### config.mk
export PLATFORM = sky130hd
export DESIGN_NAME = chs_taskfile_issuer_core
export DESIGN_NICKNAME = d
export VERILOG_FILES = /design/src/sv/chs_pkg.sv /design/src/sv/chs_div.sv /design/src/sv/chs_emit.sv /design/src/sv/chs_taskfile_issuer_core.sv
export SDC_FILE = /design/constraint.sdc
export NUM_CORES = 1
export LEC_CHECK = 0
export BUFFER_PORTS_ARGS = -buffer_cell sky130_fd_sc_hd__buf_2
export CORE_MARGIN = 2
export CORE_UTILIZATION = 48
export DETAILED_ROUTE_END_ITERATION = 8
export PLACE_DENSITY_LB_ADDON = 0.2
export SLEW_MARGIN = 20
export SYNTH_ARGS = -nofsm -noshare
export SYNTH_HDL_FRONTEND = slang
export SYNTH_SLANG_ARGS = --single-unit
### constraint.sdc
create_clock -name clk -period 9.5 [get_ports clk]
set_input_delay 0.475 -clock clk [delete_from_list [all_inputs] [get_ports clk]]
set_output_delay 0.475 -clock clk [all_outputs]
set_load 0.05 [all_outputs]
### src/sv/chs_pkg.sv
// Shared types and constants for the CHS task-file issuer.
package chs_pkg;

    // Request commands.
    localparam logic [1:0] CMD_READ  = 2'd0;
    localparam logic [1:0] CMD_WRITE = 2'd1;

    // Task-file register selects, in the order they are written.
    localparam logic [2:0] REG_DEVCTL  = 3'd0;
    localparam logic [2:0] REG_FEATURE = 3'd1;
    localparam logic [2:0] REG_COUNT   = 3'd2;
    localparam logic [2:0] REG_SECTOR  = 3'd3;
    localparam logic [2:0] REG_CYL_LO  = 3'd4;
    localparam logic [2:0] REG_CYL_HI  = 3'd5;
    localparam logic [2:0] REG_DRVHEAD = 3'd6;
    localparam logic [2:0] REG_COMMAND = 3'd7;

    // Writes issued per request.
    localparam int BEATS = 8;

    // Fixed register contents.
    localparam logic [7:0] DEVCTL_VALUE    = 8'h00;
    localparam logic [7:0] FEATURE_VALUE   = 8'h00;
    localparam logic [7:0] DRIVE_HEAD_BASE = 8'hA0;

    // Configuration register indexes (byte address bits 3:2).
    localparam logic [1:0] CFG_SPT      = 2'd0;
    localparam logic [1:0] CFG_HEADS    = 2'd1;
    localparam logic [1:0] CFG_READ_OP  = 2'd2;
    localparam logic [1:0] CFG_WRITE_OP = 2'd3;

    // Configuration reset values.
    localparam logic [7:0] SPT_RESET      = 8'd63;
    localparam logic [4:0] HEADS_RESET    = 5'd16;
    localparam logic [7:0] READ_OP_RESET  = 8'd32;
    localparam logic [7:0] WRITE_OP_RESET = 8'd197;

    typedef struct packed {
        logic [1:0]  command;
        logic [27:0] block_address;
        logic [7:0]  sector_count;
    } chs_in_t;

    typedef struct packed {
        logic [2:0] register_select;
        logic [7:0] write_value;
        logic       last_write;
    } chs_out_t;

    // Task-file contents handed from the address pipeline to the write sequencer.
    typedef struct packed {
        logic [7:0]  opcode;
        logic [7:0]  count;
        logic [7:0]  sector;
        logic [15:0] cylinder;
        logic [3:0]  head;
    } chs_tf_t;

endpackage

### src/sv/chs_div.sv
// Pipelined restoring divider, a few quotient bits per stage, with sideband.
module chs_div #(
    parameter int DW  = 28,
    parameter int VW  = 8,
    parameter int SW  = 16,
    parameter int BPS = 4
) (
    input  logic          clk,
    input  logic          rst_n,
    input  logic          in_valid,
    input  logic [DW-1:0] in_num,
    input  logic [VW-1:0] in_den,
    input  logic [SW-1:0] in_side,
    output logic          out_valid,
    output logic [DW-1:0] out_quo,
    output logic [VW-1:0] out_rem,
    output logic [SW-1:0] out_side
);
    localparam int NS = (DW + BPS - 1) / BPS;
    localparam int PW = NS * BPS;

    // The work word holds the unconsumed dividend bits at the top and the
    // quotient bits shifted in at the bottom.
    logic          valid_reg [NS];
    logic [PW-1:0] work_reg  [NS];
    logic [VW-1:0] rem_reg   [NS];
    logic [VW-1:0] den_reg   [NS];
    logic [SW-1:0] side_reg  [NS];

    genvar s;
    for (s = 0; s < NS; s++)
    begin : g_stage
        logic          v_in;
        logic [PW-1:0] w_in;
        logic [VW-1:0] r_in;
        logic [VW-1:0] d_in;
        logic [SW-1:0] sd_in;
        logic [PW-1:0] work_next;
        logic [VW-1:0] rem_next;

        if (s == 0)
        begin : g_first
            assign v_in  = in_valid;
            assign w_in  = PW'(in_num);
            assign r_in  = '0;
            assign d_in  = in_den;
            assign sd_in = in_side;
        end
        else
        begin : g_rest
            assign v_in  = valid_reg[s-1];
            assign w_in  = work_reg[s-1];
            assign r_in  = rem_reg[s-1];
            assign d_in  = den_reg[s-1];
            assign sd_in = side_reg[s-1];
        end

        always_comb
        begin : p_step
            logic [VW:0]   r;
            logic [PW-1:0] w;
            r = {1'b0, r_in};
            w = w_in;
            for (int b = 0; b < BPS; b++)
            begin
                r = {r[VW-1:0], w[PW-1]};
                w = {w[PW-2:0], 1'b0};
                if (r >= {1'b0, d_in})
                begin
                    r    = r - {1'b0, d_in};
                    w[0] = 1'b1;
                end
            end
            work_next = w;
            rem_next  = r[VW-1:0];
        end

        always_ff @(posedge clk or negedge rst_n)
        begin
            if (!rst_n)
            begin
                valid_reg[s] <= 1'b0;
            end
            else
            begin
                valid_reg[s] <= v_in;
            end
        end

        always_ff @(posedge clk)
        begin
            work_reg[s] <= work_next;
            rem_reg[s]  <= rem_next;
            den_reg[s]  <= d_in;
            side_reg[s] <= sd_in;
        end
    end

    assign out_valid = valid_reg[NS-1];
    assign out_quo   = work_reg[NS-1][DW-1:0];
    assign out_rem   = rem_reg[NS-1];
    assign out_side  = side_reg[NS-1];

endmodule

### src/sv/chs_emit.sv
// Write sequencer: issues the eight task-file writes of one request, one per cycle.
module chs_emit (
    input  logic              clk,
    input  logic              rst_n,
    input  logic              load,
    input  chs_pkg::chs_tf_t  tf,
    output logic              strobe,
    output chs_pkg::chs_out_t result
);
    import chs_pkg::*;

    logic       active_reg;
    logic       active_next;
    logic [2:0] beat_reg;
    logic [2:0] beat_next;
    chs_tf_t    tf_reg;
    logic [7:0] value;

    // A new transaction may load on the cycle the previous one shows its last write.
    always_comb
    begin
        active_next = active_reg;
        beat_next   = beat_reg;
        if (load)
        begin
            active_next = 1'b1;
            beat_next   = REG_DEVCTL;
        end
        else if (active_reg)
        begin
            if (beat_reg == REG_COMMAND)
            begin
                active_next = 1'b0;
            end
            else
            begin
                beat_next = beat_reg + 3'd1;
            end
        end
    end

    always_ff @(posedge clk or negedge rst_n)
    begin
        if (!rst_n)
        begin
            active_reg <= 1'b0;
            beat_reg   <= REG_DEVCTL;
        end
        else
        begin
            active_reg <= active_next;
            beat_reg   <= beat_next;
        end
    end

    always_ff @(posedge clk)
    begin
        if (load)
        begin
            tf_reg <= tf;
        end
    end

    always_comb
    begin
        case (beat_reg)
            REG_DEVCTL:  value = DEVCTL_VALUE;
            REG_FEATURE: value = FEATURE_VALUE;
            REG_COUNT:   value = tf_reg.count;
            REG_SECTOR:  value = tf_reg.sector;
            REG_CYL_LO:  value = tf_reg.cylinder[7:0];
            REG_CYL_HI:  value = tf_reg.cylinder[15:8];
            REG_DRVHEAD: value = DRIVE_HEAD_BASE | {4'b0000, tf_reg.head};
            REG_COMMAND: value = tf_reg.opcode;
            default:     value = tf_reg.opcode;
        endcase
    end

    assign strobe                 = active_reg;
    assign result.register_select = beat_reg;
    assign result.write_value     = value;
    assign result.last_write      = (beat_reg == REG_COMMAND);

endmodule

### src/sv/chs_taskfile_issuer_core.sv
// Top level of the CHS task-file issuer: configuration, address pipeline and sequencer.
//
//  channel   | signals                          | direction | flow control
//  ----------+----------------------------------+-----------+-----------------------
//  request   | start, busy, request             | in        | taken when start & !busy
//  result    | strobe, result                   | out       | one cycle, no back-pressure
//  config    | psel, penable, pwrite, paddr,    | in/out    | APB, pready tied high
//            | pwdata, prdata, pready           |           |
//
// A read or write request issues eight task-file writes, and busy is high after it is
// taken until the port can accept the next one. Unknown commands are taken in every cycle
// in which busy is low. The first write follows acceptance through the two divider
// pipelines of 4 bits per stage and then the sequencer.
// Reset restores the default geometry and opcodes and empties the pipeline.
// The receiver cannot stall; requests are spaced so that transactions never overlap.
module chs_taskfile_issuer_core #(
    parameter int ADDRESS_BITS = 28
) (
    input  logic              clk,
    input  logic              rst_n,
    input  logic              start,
    output logic              busy,
    input  chs_pkg::chs_in_t  request,
    output logic              strobe,
    output chs_pkg::chs_out_t result,
    input  logic              psel,
    input  logic              penable,
    input  logic              pwrite,
    input  logic [3:0]        paddr,
    input  logic [31:0]       pwdata,
    output logic [31:0]       prdata,
    output logic              pready
);
    import chs_pkg::*;

    localparam int AW = (ADDRESS_BITS < 28) ? ADDRESS_BITS : 28;
    localparam logic [2:0] GAP = 3'(BEATS - 1);

    logic [7:0]    spt_reg;
    logic [4:0]    heads_reg;
    logic [7:0]    read_op_reg;
    logic [7:0]    write_op_reg;
    logic [2:0]    gap_reg;
    logic [2:0]    gap_next;
    logic          accept;
    logic          is_rw;
    logic [7:0]    spt_eff;
    logic [4:0]    heads_eff;
    logic [7:0]    opcode_sel;

    logic          d1_valid;
    logic [AW-1:0] d1_quo;
    logic [7:0]    d1_rem;
    logic [15:0]   d1_side;
    logic [7:0]    sector;
    logic          d2_valid;
    logic [AW-1:0] d2_quo;
    logic [4:0]    d2_rem;
    logic [23:0]   d2_side;
    logic [31:0]   cyl_wide;
    chs_tf_t       tf;

    // Configuration port.
    assign pready = 1'b1;

    always_ff @(posedge clk or negedge rst_n)
    begin
        if (!rst_n)
        begin
            spt_reg      <= SPT_RESET;
            heads_reg    <= HEADS_RESET;
            read_op_reg  <= READ_OP_RESET;
            write_op_reg <= WRITE_OP_RESET;
        end
        else if (psel && penable && pwrite && pready)
        begin
            unique case (paddr[3:2])
                CFG_SPT:      spt_reg      <= pwdata[7:0];
                CFG_HEADS:    heads_reg    <= pwdata[4:0];
                CFG_READ_OP:  read_op_reg  <= pwdata[7:0];
                CFG_WRITE_OP: write_op_reg <= pwdata[7:0];
                default:      spt_reg      <= spt_reg;
            endcase
        end
    end

    always_comb
    begin
        unique case (paddr[3:2])
            CFG_SPT:      prdata = {24'd0, spt_reg};
            CFG_HEADS:    prdata = {27'd0, heads_reg};
            CFG_READ_OP:  prdata = {24'd0, read_op_reg};
            CFG_WRITE_OP: prdata = {24'd0, write_op_reg};
            default:      prdata = 32'd0;
        endcase
    end

    // Admission: each read or write transaction reserves one result slot per task-file write.
    assign busy   = (gap_reg != 3'd0);
    assign accept = start && !busy;
    assign is_rw  = (request.command == CMD_READ) || (request.command == CMD_WRITE);

    always_comb
    begin
        gap_next = gap_reg;
        if (accept && is_rw)
        begin
            gap_next = GAP;
        end
        else if (gap_reg != 3'd0)
        begin
            gap_next = gap_reg - 3'd1;
        end
    end

    always_ff @(posedge clk or negedge rst_n)
    begin
        if (!rst_n)
        begin
            gap_reg <= 3'd0;
        end
        else
        begin
            gap_reg <= gap_next;
        end
    end

    // A zero geometry register divides as one.
    assign spt_eff    = (spt_reg == 8'd0) ? 8'd1 : spt_reg;
    assign heads_eff  = (heads_reg == 5'd0) ? 5'd1 : heads_reg;
    assign opcode_sel = (request.command == CMD_WRITE) ? write_op_reg : read_op_reg;

    // Block address to track and sector.
    chs_div #(
        .DW (AW),
        .VW (8),
        .SW (16),
        .BPS(4)
    ) u_div_track (
        .clk      (clk),
        .rst_n    (rst_n),
        .in_valid (accept && is_rw),
        .in_num   (request.block_address[AW-1:0]),
        .in_den   (spt_eff),
        .in_side  ({opcode_sel, request.sector_count}),
        .out_valid(d1_valid),
        .out_quo  (d1_quo),
        .out_rem  (d1_rem),
        .out_side (d1_side)
    );

    // The remainder is below 255, so the sector number stays within a byte.
    assign sector = d1_rem + 8'd1;

    // Track to cylinder and head.
    chs_div #(
        .DW (AW),
        .VW (5),
        .SW (24),
        .BPS(4)
    ) u_div_cyl (
        .clk      (clk),
        .rst_n    (rst_n),
        .in_valid (d1_valid),
        .in_num   (d1_quo),
        .in_den   (heads_eff),
        .in_side  ({d1_side, sector}),
        .out_valid(d2_valid),
        .out_quo  (d2_quo),
        .out_rem  (d2_rem),
        .out_side (d2_side)
    );

    assign cyl_wide    = 32'(d2_quo);
    assign tf.opcode   = d2_side[23:16];
    assign tf.count    = d2_side[15:8];
    assign tf.sector   = d2_side[7:0];
    assign tf.cylinder = cyl_wide[15:0];
    assign tf.head     = d2_rem[3:0];

    chs_emit u_emit (
        .clk   (clk),
        .rst_n (rst_n),
        .load  (d2_valid),
        .tf    (tf),
        .strobe(strobe),
        .result(result)
    );

    // A read or write transaction holds off the next one.
    a_busy_after_rw: assert property (@(posedge clk) disable iff (!rst_n)
        start && !busy && (request.command == CMD_READ || request.command == CMD_WRITE)
        |=> busy)
        else $error("busy not raised after a read or write transaction");

    // Writes of one transaction follow each other without a gap.
    a_beats_contiguous: assert property (@(posedge clk) disable iff (!rst_n)
        strobe && !result.last_write
        |=> strobe && (result.register_select == 3'($past(result.register_select) + 3'd1)))
        else $error("task-file write sequence broken");

    // The pipeline only delivers when the sequencer is free or finishing.
    a_no_overlap: assert property (@(posedge clk) disable iff (!rst_n)
        d2_valid |-> (!strobe || result.last_write))
        else $error("transaction delivered while the sequencer was mid-sequence");

endmodule
# Yosys cells after proc, flatten, opt, wreduce, memory -nomap -nowiden

Memory sizes are Yosys's and may differ from the RTL's. A register that Yosys moved wholly into a read port is not among the register bits.
Cells that the tools add are included.

$add $sub $neg: 59
Multipliers: 0
Divide/modulo/power cells: 0
Magnitude comparators: 56
Equality and inequality tests: 12
Shift-type cells: 0
Muxes and demuxes: 125
Bitwise gates (word level): 0
Reductions and logical operators: 20

Operator list:

| operator            | number |
|---|---|
| $ge 9x8->1          | 27 |
| $mux 8              | 30 |
| $sub 8x8->8         | 27 |
| $ge 6x5->1          | 27 |
| $mux 5              | 29 |
| $sub 5x5->5         | 27 |
| $pmux 32 s4         | 1 |
| $mux 1              | 59 |
| $pmux 8 s7          | 1 |
| $mux 3              | 5 |
| $eq 3x3->1 const B  | 4 |
| $reduce_and 2->1    | 5 |
| $add 8x1->8 const B | 1 |
| $ge 1x8->1          | 1 |
| $logic_not 8->1     | 1 |
| $sub 1x8->8         | 1 |
| $eq 3x2->1 const B  | 2 |
| $ge 1x5->1          | 1 |
| $logic_not 5->1     | 1 |
| $sub 1x5->5         | 1 |
| $eq 2x1->1 const B  | 2 |
| $eq 2x2->1 const B  | 2 |
| $logic_and 1x1->1   | 4 |
| $logic_not 2->1     | 2 |
| other kinds (10)    | 11 |

Flip-flop bits (word level): 50
Bits in latches: 0
Bits in writable memories: 854
Bits in read-only memories: 0
Memories kept: 8

Memories:

| name                 | words | width | rd ports | clocked after memory_dff | wr ports | line          | source |
|---|---|---|---|---|---|---|---|
| u_div_cyl.work_reg   | 7     | 28    | 7        | 1                        | 7        | chs_div.sv:25 | `logic [PW-1:0] work_reg [NS];` |
| u_div_track.work_reg | 7     | 28    | 7        | 0                        | 7        | chs_div.sv:25 |  |
| u_div_cyl.side_reg   | 7     | 24    | 7        | 1                        | 7        | chs_div.sv:28 | `logic [SW-1:0] side_reg [NS];` |
| u_div_track.side_reg | 7     | 16    | 7        | 0                        | 7        | chs_div.sv:28 |  |
| u_div_track.den_reg  | 7     | 8     | 6        | 0                        | 7        | chs_div.sv:27 | `logic [VW-1:0] den_reg [NS];` |
| u_div_track.rem_reg  | 7     | 8     | 7        | 0                        | 7        | chs_div.sv:26 | `logic [VW-1:0] rem_reg [NS];` |
| 2 more memories      | -     | -     | -        | -                        | -        | -             |  |

# Longest topological paths before layout

Depth after elaboration: 10
Mapped depth: 42

# Cells and area by module

From an unflattened synthesis, not the netlist that was laid out.

Cells, all modules: 3531
Area total of the unflattened synthesis: 39559.2 um2

Modules (own cells, without submodules):

| module                   | times used | cells each | area each (um2) |
|---|---|---|---|
| chs_div (u_div_track)    | 1          | 1954       | 20109.3 |
| chs_div (u_div_cyl)      | 1          | 1283       | 15492.4 |
| chs_emit                 | 1          | 129        | 1986.9 |
| chs_taskfile_issuer_core | 1          | 165        | 1970.6 |

# Worst setup path after synthesis

OpenSTA, ideal clock, no wires.

Kind: reg2reg
Start: memory u_div_track.den_reg[5][1]
End: memory u_div_track.rem_reg[6][3]
Arrival time: 8.321 ns
Data required time: 9.378 ns
Setup slack: 1.057 ns
Stages on the path, launching flop included: 39
Buffers on the path: 4
Period minus slack after synthesis: 8.443 ns
Cell sequence: dfxtp_1 inv_1 ha_1 nand2b_1 a21oi_1 o41a_2 o22ai_2 clkbuf_1 mux2_2 ha_1 nand3_1 a21oi_1 o31ai_1 a21oi_1 a2111oi_2 nand2_1 buf_2 o21ai_0 [3 not listed] o31a_1 o41a_1 o221ai_1 o211a_1 and3_1 a21oi_1 buf_4 a21oi_1 ha_1 nor2b_1 o21ai_0 a21boi_0 o21a_1 o21ai_0 a31oi_1 a2111o_1 buf_2 a221o_1

RTL lines:

| item            | line |
|---|---|
| start, declared | chs_div.sv:27 |
| end, declared   | chs_div.sv:26 |

==> impl_metrics.csv <==
group,metric,value,unit
sta,relSlewSlack,33.8,%
critical_path,cp_max_fo,11,
clock_network,clk_pin_slew,70,ps
global_route,track_usage,17.1,%
yosys,synth-xor-area-share,4.54,%
yosys,synthFlopType,"dfxtp_1",
finish,final_nets,4198,
route,wl,68900,um
sta,rsz0062_at_grt,"no",
floorplan,rows,103,
yosys,synth_warnings,0,
finish,fill_cells,6902,
critical_path,critPathLaunchType,"register",
route,avgRoutedWirePerCell,14.3,um
critical_path,critPathTopFamily,"compound AO/OA/AOI/OAI gates",
route,via_count,24500,
finish,layout_common_cells,"768 x dfxtp_1, 364 x ha_1, 325 x inv_1, 190 x a21oi_1, 170 x nor2_1",
yosys,syn_area_per_cell,10.8,um^2
route,drt_iter0_drc,1210,
placed_design,hpwl,52600,um
yosys,synth_compound_area_share,13.4,%
critical_path,end_kind,"register",
critical_path,crit_arrival,9180,ps
critical_path,path_class,"register to register",
critical_path,r2r_cells,37,
route,ant_nets,0,
yosys,synthAdderAreaFrac,14.8,%
yosys,synth_cell_type_count,115,
clock_network,cts_buffer_depth,3,
clock_network,cts_buffers,86,
clock_network,clock_latency,640,ps
critical_path,r2r_setup_slack,800,ps
sta,max_freq,115,MHz
yosys,synth_edf_count,44,
finish,antenna_cells,0,
clock_network,cts_sinks,862,
sta,hold_viol_final,0,
global_route,grt_antenna_before_repair,0,
floorplan,die_x,285,um
yosys,synthCells,3531,
placed_design,port_buffers,75,
hold_path,hold_class,"primary input to register",
floorplan,die_area,81400,um^2
floorplan,io_pins,127,
finish,area_growth,12.7,%
yosys,synth_seq_cells,862,
placed_design,gp_congestion,0.863,
hold_path,min_to,"spt_reg[2]$_DFFE_PN1P_",
sta,fin_crit,8700,ps
placed_design,dp_slack,746,ps
yosys,ys_seq_area_share,47.3,%
critical_path,crit_path_frequent_cell,"o21ai_0",
hold_path,hold_start,"pwdata[2]",
critical_path,cpMaxStageDelayCell,"or3b_1",
sta,skew,26.5,ps
finish,final_common_cell,"dfxtp_1",
sta,fin_crit_sh,91.6,%
sta,setup_viol,0,
yosys,synth_area,38000,um^2
finish,layout-drive-gt1-share,12.7,%
global_route,grt_pass1_wl,116000,um
flow_run,maxCapViolations,0,
finish,largest_reg_flops,196,
critical_path,max_stage_delay,430,ps
critical_path,timing.rr.end,"u_div_track.rem_reg[3][2]$_DFF_P_",
sta,slew_violations,0,
floorplan,initial_core_util,48.3,%
yosys,muxShareOfSynthArea,6.12,%
route,drt_pass1_iterations,5,
route,drcViolationCount,0,
critical_path,cp.required,9980,ps
floorplan,die_height,285,um
critical_path,r2r-start,"u_div_track.den_reg[2][2]$_DFF_P_",
global_route,grt_max_degree,51,
clock_network,cts_tree,"built",
outcome,status,"complete, no violations",
critical_path,cp_num_buf_inv,5,
sta,worst_pin_slew,993,ps
sta,worst_slack,798,ps
yosys,yosys.area_share.simple,9.32,%
global_route,gr-total-overflow,0,
clock_network,cts.htree.levels,3,
global_route,grt_pass1_vias,23800,
yosys,synth_top_family_by_area,"adder cells",
yosys,synthArstFlopShare,5.80,%
route,via_per_inst,5.08,
clock_network,cts_root_buffer,"clkbuf_16",
sta,finalSetupTns,0,ps
hold_path,whs_path_depth,3,
floorplan,core-area,78600,um^2
-- cell type report --
type | count | area [um^2] | share of cell area [%]
inverters | 331 | 1260 | 2.94
well taps | 1050 | 1310 | 3.07
flip-flops and latches | 862 | 18000 | 42.0
clock buffers | 114 | 2400 | 5.61
multi-input cells | 2285 | 18400 | 43.1
repair buffers | 134 | 913 | 2.13
clock inverters | 44 | 514 | 1.20
-- stage by stage --
| step | utilization (%) | instances | hold slack [ps] | area (um^2) |
|---|---|---|---|---|
| floorplan | - | 3554 | 179 | 38100 |
| global placement | 50.2 | 4628 | 310 | 39500 |
| detailed placement | 50.2 | 4628 | 312 | 39500 |
| CTS | 54.4 | 4819 | 64.5 | 42700 |
| global route | 54.4 | 4820 | 90.9 | 42800 |
| finish | 54.4 | 4820 | 90.5 | 42800 |
-- Yosys cell counts, types with 38 or more instances --
| library cell | n | area [um^2] |
|---|---|---|
| mux2i_1 | 67 | 671 |
| edfxtp_1 | 44 | 1320 |
| nor2b_1 | 57 | 357 |
| nand4_1 | 40 | 250 |
| fa_1 | 54 | 1080 |
| mux2_2 | 129 | 1450 |
| nor2_1 | 171 | 642 |
| a21oi_1 | 191 | 956 |
| inv_1 | 325 | 1220 |
| o21ai_0 | 168 | 841 |
| a21o_1 | 96 | 721 |
| nor3_1 | 40 | 200 |
| nand2b_1 | 48 | 300 |
| xnor2_1 | 121 | 1060 |
| nand2_1 | 169 | 634 |
| dfxtp_1 | 768 | 15400 |
| dfrtp_1 | 38 | 951 |
| xor2_1 | 76 | 666 |
| ha_1 | 364 | 4550 |
-- worst min-delay path: cells and delay by family --
family,cells,cell delay (ps)
buf+inv,1,130
compound gates,1,70
simple gates,1,50
-- worst max-delay path by stage --
stage,slack [ps],cells after the start,from,endpoint
finish,800,37,u_div_track.den_reg[2][2]$_DFF_P_,u_div_track.rem_reg[3][2]$_DFF_P_
floorplan,1060,38,u_div_track.den_reg[5][1]$_DFF_P_,u_div_track.rem_reg[6][3]$_DFF_P_
detailed placement,750,35,u_div_track.den_reg[0][1]$_DFF_P_,u_div_track.rem_reg[1][4]$_DFF_P_
global placement,810,36,u_div_track.den_reg[5][1]$_DFF_P_,u_div_track.rem_reg[6][3]$_DFF_P_
CTS,670,38,u_div_track.den_reg[3][1]$_DFF_P_,u_div_track.rem_reg[4][7]$_DFF_P_
global route,3,35,u_div_track.den_reg[5][1]$_DFF_P_,u_div_track.rem_reg[6][4]$_DFF_P_
-- layer usage --
metal / wire (um) / GRT usage [%] / up-vias
li1: - / - / 12700
met4: 1430 / 5.29 / 0
met3: 2210 / 2.54 / 81
met1: 34000 / 23.5 / 11400
met2: 31300 / 27.8 / 317
met5: 0 / 0 / -
-- kinds of logic (layout without fill, tap and decap cells) --
logic type / Yosys count / after routing
flops: 862 / 862
compound gates: 741 / 741
xor+xnor: 197 / 197
mux: 207 / 207
simple gates: 697 / 697
buf+inv: 407 / 623
fa+ha+maj: 418 / 418
other cells: 2 / 25
-- repair_timing --
item,in CTS,in global routing
hold buffers,33,0
hold endpoints to repair,70,0
resized for setup,0,7
endpoints found under the setup margin,0,33
buffers inserted,0,1
Power is left out: the tool's default activity adds up to more than one toggle a clock period on the data nets, which glitch-free logic cannot reach.
